[src/sv/gbf_ram.sv]
// ============================================================================
// gbf_ram: generic simple dual-port RAM
// One write port and one read port, read data registered.
// ============================================================================
module gbf_ram #(
   parameter int unsigned Width = 8,
   parameter int unsigned Depth = 16
) (
   input  logic                     clock,
   input  logic                     wr_en,
   input  logic [$clog2(Depth)-1:0] wr_addr,
   input  logic [Width-1:0]         wr_data,
   input  logic [$clog2(Depth)-1:0] rd_addr,
   output logic [Width-1:0]         rd_data
);

   logic [Width-1:0] mem_ff [Depth];
   logic [Width-1:0] rd_data_ff;

   always_ff @(posedge clock) begin
      if (wr_en) begin
         mem_ff[wr_addr] <= wr_data;
      end
      rd_data_ff <= mem_ff[rd_addr];
   end

   assign rd_data = rd_data_ff;

endmodule
[config.mk]
export PLATFORM = sky130hd
export DESIGN_NAME = gbf_ram
export DESIGN_NICKNAME = d
export VERILOG_FILES = /design/src/sv/gbf_ram.sv
export SDC_FILE = /design/constraint.sdc
export NUM_CORES = 1
export LEC_CHECK = 0
export BUFFER_PORTS_ARGS = -buffer_cell sky130_fd_sc_hd__buf_2
export CELL_PAD_IN_SITES_DETAIL_PLACEMENT = 0
export CELL_PAD_IN_SITES_GLOBAL_PLACEMENT = 2
export CORE_MARGIN = 4
export CORE_UTILIZATION = 35
export DETAILED_ROUTE_END_ITERATION = 8
export GPL_TIMING_DRIVEN = 0
export PLACE_DENSITY = 0.62
export SETUP_SLACK_MARGIN = 0.02
export SLEW_MARGIN = 40
export SYNTH_ARGS = -nofsm -noshare
export SYNTH_HDL_FRONTEND = slang
export SYNTH_SLANG_ARGS = --single-unit
[constraint.sdc]
create_clock -name clock -period 3.1 [get_ports clock]
set_input_delay 0.155 -clock clock [delete_from_list [all_inputs] [get_ports clock]]
set_output_delay 0.155 -clock clock [all_outputs]
set_load 0.1 [all_outputs]
==> impl_metrics.py, run 1 <==
metrics = {
    "outcome": {
        "status": "finished, final reports clean",
    },
    "timing": {
        "final_max_slew_viol_count": 0,
        "finClkSkew_ns": 0.0102,
        "grt_setup_unrepaired": "no",
        "tightest_slew_ns": 0.829,
        "finalHoldViolCount": 0,
        "final-setup-viol-count": 0,
        "final.min_clock_period_ns": 1.48,
        "max_slew_margin_pct": 44.5,
        "setup_tns_ns": 0,
        "fin_crit_sh_pct": 47.6,
        "fmax_mhz": 677,
    },
    "global_routing": {
        "globalRouteTotalUtil_pct": 13.4,
        "grt_max_degree": 17,
        "antenna_found_initial": 0,
        "grt_pass1_vias": 2444,
        "grt_overflow": 0,
        "grt_first_pass_wirelength_um": 15200,
    },
    "clock_tree": {
        "htree_levels": 4,
        "clk_latency_ns": 0.41,
        "cts_setup_buffers": 0,
        "cts_made_buffers": 17,
        "cts_root_buffer": "clkbuf_16",
        "ctsLongestPathBuffers": 2,
        "cts_resized": 0,
        "holdBufCountCts": 0,
        "clk_pin_slew_ns": 0.06,
        "cts_tree": "built",
        "clock-sinks": 136,
    },
    "worst_setup_path": {
        "cp_slowest_cell": "nor2_1",
        "required_ns": 3.13,
        "critPathMaxStageDelay_ns": 0.67,
        "path_class": "in2reg",
        "cp-end-kind": "register",
        "timing.critical_path.buf_inv": 1,
        "path_cells": "buf_2 > or3b_2 > nor2_1",
        "crit_fanout": 8,
        "worstSetupStartpointType": "primary input",
        "crit_family": "simple AND/OR/NAND/NOR gates",
        "critPathArrivalTime_ns": 1.51,
    },
    "die": {
        "core.rowCount": 44,
        "start_util_pct": 35.6,
        "fp.dieH_um": 129,
        "io_pins": 26,
        "dieWidth_um": 129,
        "core_area_um2": 14500,
        "dieArea_um2": 16700,
    },
    "power_and_ir_drop": {
        "p_leak_nw": 2.04,
        "vdd_ir_drop_max_mv": 0.466,
        "p_total_w": 0.00444,
        "power_density_nw_per_um2": 722,
    },
    "yosys": {
        "synth_edf_count": 128,
        "synth_cell_types": 19,
        "yosys_warnings": 0,
        "syn-num-nets": 247,
        "synthArstFlopShare_pct": 0,
        "syn_avg_cell_area_um2": 22.5,
        "synthTopCellsByArea": "edfxtp_1 75%, mux4_2 7.9%, mux4_1 7.1%",
        "ys_top_cells_by_count": "128 x edfxtp_1, 18 x mux4_2, 16 x a22oi_1",
        "synth_area_um2": 5150,
        "synth-seq-cells": 136,
        "synthCells": 229,
        "synth.most_common_cell": "edfxtp_1",
        "synth_top_cell_area_share_pct": 74.7,
        "yosysTopAreaCell": "edfxtp_1",
        "seq_area_frac_synth_pct": 77.8,
        "synth_flop_cell": "edfxtp_1",
    },
    "layout": {
        "antenna_cells": 0,
        "drive_gt1_share_pct": 31.9,
        "area_delta_synth_final_pct": 19.5,
        "nNetsFinal": 290,
    },
    "routing": {
        "drtPass1Iterations": 4,
        "viasPerCell": 4.94,
        "totalWireLength_um": 10300,
        "antenna_left": 0,
        "vias": 2319,
        "wire_per_inst_um": 21.9,
        "first_iter_violations": 219,
        "drc_errors": 0,
    },
    "hold_path": {
        "hold_class": "in2reg",
    },
    "placement": {
        "place_congestion": 0.702,
        "hpwl_um": 6460,
        "portBuffers": 24,
    },
    "job": {
        "cap_violations": 0,
    },
}
-- cell families (layout without fill, tap and decap cells) --
| logic type | Yosys count | after routing | synth area share (%) |
|---|---|---|---|
| AOI/OAI and AO/OA | 16 | 16 | 2.33 |
| buffers and inverters | 10 | 66 | 1.68 |
| DFF | 136 | 136 | 77.8 |
| muxes | 32 | 32 | 15.0 |
| and+or+nand+nor | 35 | 35 | 3.18 |
-- power breakdown --
group          internal [W]  switching, W
Sequential          0.00206    0.00000832
Combinational     0.0000820      0.000207
Clock               0.00136      0.000727
-- cell type report --
type / count / area [µm²]
Fill cell: 1269 / 8330
Tap cell: 184 / 230
Clock inverter: 13 / 178
Timing Repair Buffer: 24 / 120
Multi-Input combinational cell: 83 / 1090
Clock buffer: 19 / 443
Buffer: 10 / 86.3
Sequential cell: 136 / 4000
-- final timing paths --
path | from | end | slack (ns) | cells past startpoint
max | wr_addr[2] | mem_ff[3][2] | 1.62 | 3
min | wr_data[6] | mem_ff[12][6] | 0.15 | 1
max reg2reg | mem_ff[5][3] | rd_data[3] | 1.71 | 3
min reg2reg | mem_ff[11][3] | rd_data[3] | 0.68 | 3
-- registers in the layout, summed over array words and instances, names as in the netlist --
register and cells:
mem_ff 128, rd_data 8
-- layout by cell type (no fill, tap or decap) --
cell,synthesis,routed
edfxtp_1,128,128
buf_2,3,27
mux4_2,18,18
clkbuf_16,0,17
a22oi_1,16,16
mux4_1,14,14
nor2_1,13,10
nand2_1,9,9
dfxtp_1,8,8
clkinvlp_4,0,5
bufinv_16,0,4
clkinv_2,0,4
buf_6,3,3
clkdlybuf4s25_2,3,3
nor3_2,0,3
nor2_2,0,3
nand3b_1,2,2
nand2b_1,2,2
nor2b_1,1,1
buf_4,1,1
and2_1,1,1
and2b_1,1,1
nand3_1,1,1
or3b_2,1,1
nor3_4,0,1
clkbuf_1,0,1
clkbuf_8,0,1
-- routing by layer --
layer | routed length [µm] | vias to the layer above | global-route usage [%]
met5 | 0 | - | 0
met4 | 151 | 0 | 6.24
met3 | 568 | 9 | 3.01
met2 | 4910 | 63 | 20.1
met1 | 4660 | 1190 | 18.8
li1 | - | 1057 | -
-- metrics by stage --
stage / area, µm² / hold slack (ns) / setup slack (ns) / cells / util (%)
floorplan: 5150 / 0.254 / 1.45 / 229 / -
global placement: 5500 / 0.566 / 0.781 / 437 / 38.0
detailed placement: 5520 / 0.582 / 1.20 / 437 / 38.1
CTS: 6140 / 0.146 / 1.63 / 469 / 42.4
global route: 6150 / 0.153 / 1.59 / 469 / 42.5
finish: 6150 / 0.154 / 1.62 / 469 / 42.5
Power figures use the tool's default switching activity.
==> run 2, diff against run 1 <==
--- a/config.mk
+++ b/config.mk
@@ -12,7 +12,7 @@
 export CORE_UTILIZATION = 35
 export DETAILED_ROUTE_END_ITERATION = 8
 export GPL_TIMING_DRIVEN = 0
-export PLACE_DENSITY = 0.62
+export PLACE_DENSITY = 0.64
 export SETUP_SLACK_MARGIN = 0.02
 export SLEW_MARGIN = 40
 export SYNTH_ARGS = -nofsm -noshare
==> constraint.sdc (replaced) <==
create_clock -name clock -period 1.2 [get_ports clock]
set_input_delay 0.06 -clock clock [delete_from_list [all_inputs] [get_ports clock]]
set_output_delay 0.06 -clock clock [all_outputs]
set_load 0.1 [all_outputs]
==> run 2 against run 1 <==
Effect of this change:
- the flow now finishes with violations (negative setup slack)
- first-iteration DRC count down 13%
- wire length up 3.0%
- register-to-register slack worse by 1.8 ns
- clock skew down 0.0032 ns
- total power up 140%
- sequential cell count unchanged
- sequential share of layout area up 0.37 points
- hold slack worse by 0.13 ns
- combinational power rose to 2.7 times the previous value
- final cell count unchanged
- critical path type is now reg2reg
==> impl_metrics.py, run 2 (same netlist as run 1, synthesis figures left out) <==
metrics = {
    "timing": {
        "final-setup-viol-count": 8,
        "fin_ws_ns": -0.108,
        "fin_crit_sh_pct": 109,
        "tightest_slew_ns": 0.660,
        "max_slew_margin_pct": 55.9,
        "finalHoldViolCount": 0,
        "finClkSkew_ns": 0.00699,
        "final.min_clock_period_ns": 1.31,
        "final_max_slew_viol_count": 0,
        "fmax_mhz": 765,
        "grt_setup_unrepaired": "yes",
    },
    "routing": {
        "drtPass1Iterations": 4,
        "antenna_left": 0,
        "drc_errors": 0,
        "viasPerCell": 5.02,
        "vias": 2353,
        "totalWireLength_um": 10600,
        "first_iter_violations": 191,
        "wire_per_inst_um": 22.6,
    },
    "layout": {
        "area_delta_synth_final_pct": 18.8,
        "drive_gt1_share_pct": 38.2,
        "nNetsFinal": 291,
        "largest_register_ffs": 128,
        "antenna_cells": 0,
        "top_register": "mem_ff",
        "mostFrequentLayoutCell": "edfxtp_1",
        "layout_common_cells": "128 x edfxtp_1, 26 x mux4_2, 19 x buf_2, 17 x clkbuf_16, 13 x nor2_2",
        "fin_util_pct": 42.2,
    },
    "worst_setup_path": {
        "worst-r2r-cell-count": 3,
        "critPathArrivalTime_ns": 1.60,
        "r2r-end": "rd_data[0]",
        "worstSetupStartpointType": "register",
        "path_class": "reg2reg",
        "r2r_setup_slack_ns": -0.11,
        "required_ns": 1.49,
        "crit_start": "mem_ff[0][0]",
        "crit_fanout": 1,
        "cp-end-kind": "register",
        "cp_slowest_cell": "mux4_2",
        "path_cells": "mux4_2 > a22oi_2 > nand2_1",
        "r2r_start": "mem_ff[0][0]",
        "timing.critical_path.buf_inv": 0,
        "crit_family": "multiplexers",
        "critPathMaxStageDelay_ns": 0.47,
    },
    "power_and_ir_drop": {
        "switching_share_pct": 21.6,
        "vdd_ir_drop_max_mv": 1.07,
        "p_clk_share_pct": 42.1,
        "p_int_w": 0.00829,
        "sequentialPowerShare_pct": 50.5,
        "p_total_w": 0.0106,
        "p_leak_nw": 1.98,
        "power_density_nw_per_um2": 1730,
        "p_switching_w": 0.00229,
        "p_comb_share_pct": 7.4,
    },
    "global_routing": {
        "grt_first_pass_wirelength_um": 16000,
        "globalRouteTotalUtil_pct": 13.8,
        "antenna_found_initial": 0,
        "grt_pass1_vias": 2491,
        "grt_overflow": 0,
        "grt_max_degree": 17,
    },
    "clock_tree": {
        "cts_setup_buffers": 0,
        "cts_tree": "built",
        "clk_latency_ns": 0.41,
        "cts_root_buffer": "clkbuf_16",
        "cts_made_buffers": 17,
        "clk_pin_slew_ns": 0.06,
        "clock-sinks": 136,
        "holdBufCountCts": 0,
        "ctsLongestPathBuffers": 2,
        "htree_levels": 4,
    },
    "die": {
        "core_area_um2": 14500,
        "io_pins": 26,
        "fp.dieH_um": 129,
        "dieWidth_um": 129,
        "start_util_pct": 35.6,
        "core.rowCount": 44,
        "dieArea_um2": 16700,
    },
    "placement": {
        "hpwl_um": 6500,
        "portBuffers": 24,
        "place_congestion": 0.702,
    },
    "outcome": {
        "status": "finished, violations left",
        "violations": "negative setup slack",
    },
    "hold_path": {
        "hold_class": "in2reg",
        "hold_path_depth": 1,
        "holdCritStartpoint": "wr_data[5]",
        "holdPathEnd": "mem_ff[12][5]",
    },
    "job": {
        "cap_violations": 0,
    },
}
==> run 2: cell count changes in the layout (fill, tap and decap cells not counted), moves of 7 or more <==
| cell | change |
|---|---|
| clkbuf_1 | +7 |
| nor2_2 | +10 |
| mux4_1 | -8 |
| a22oi_2 | +7 |
| nor2_1 | -10 |
| buf_4 | +9 |
| buf_2 | -8 |
| mux4_2 | +8 |
| a22oi_1 | -7 |
==> run 2: power by group through the flow <==
stage | registers (W) | logic [W] | clock network (W)
2_1_floorplan | 0.00566 | 0.000278 | 0
3_3_place_gp | 0.00543 | 0.000740 | 0
3_5_place_dp | 0.00543 | 0.000752 | 0
4_1_cts | 0.00534 | 0.000792 | 0.00452
5_1_grt | 0.00535 | 0.000839 | 0.00478
6_report | 0.00534 | 0.000784 | 0.00445
==> run 2: metal layers <==
| metal | routed length, µm | vias to the layer above | GRT usage, % |
|---|---|---|---|
| met5 | 0 | - | 0 |
| met4 | 235 | 0 | 6.24 |
| met3 | 428 | 21 | 3.54 |
| met2 | 5250 | 56 | 22.2 |
| met1 | 4690 | 1225 | 17.9 |
| li1 | - | 1051 | - |
==> run 2: timing repair <==
item	CTS	global route
resized for setup	22	1
gates cloned	0	0
setup endpoints to repair	16	8
pin swaps	10	4
==> run 2: area by class of cell <==
type,count,area [µm²]
repair buffers,25,148
fillers,1269,8360
plain buffers,10,93.8
clock inverters,4,22.5
well taps,184,230
multi-input cells,83,1140
flip-flops and latches,136,4000
clock buffers,27,483
==> run 2: stage by stage <==
step / TNS (ns) / std cells / setup WS [ns] / cell area, µm² / hold slack [ns]
after floorplan: 0 / 229 / 0.00353 / 5190 / 0.159
after global placement: -47.48 / 437 / -0.764 / 5540 / 0.452
after detailed placement: -34.93 / 438 / -0.380 / 5560 / 0.458
after CTS: -0.666 / 469 / -0.119 / 6100 / 0.0149
after global routing: -0.963 / 469 / -0.161 / 6120 / 0.0297
final: -0.468 / 469 / -0.108 / 6120 / 0.0273
==> run 2: worst max-delay path by stage <==
stage | cells after the start | endpoint | slack [ns]
after floorplan | 5 | rd_data[1] | 0.004
after global placement | 3 | mem_ff[12][3] | -0.76
after detailed placement | 3 | mem_ff[9][3] | -0.38
after CTS | 3 | rd_data[7] | -0.12
after global routing | 3 | rd_data[0] | -0.16
final | 3 | rd_data[0] | -0.11
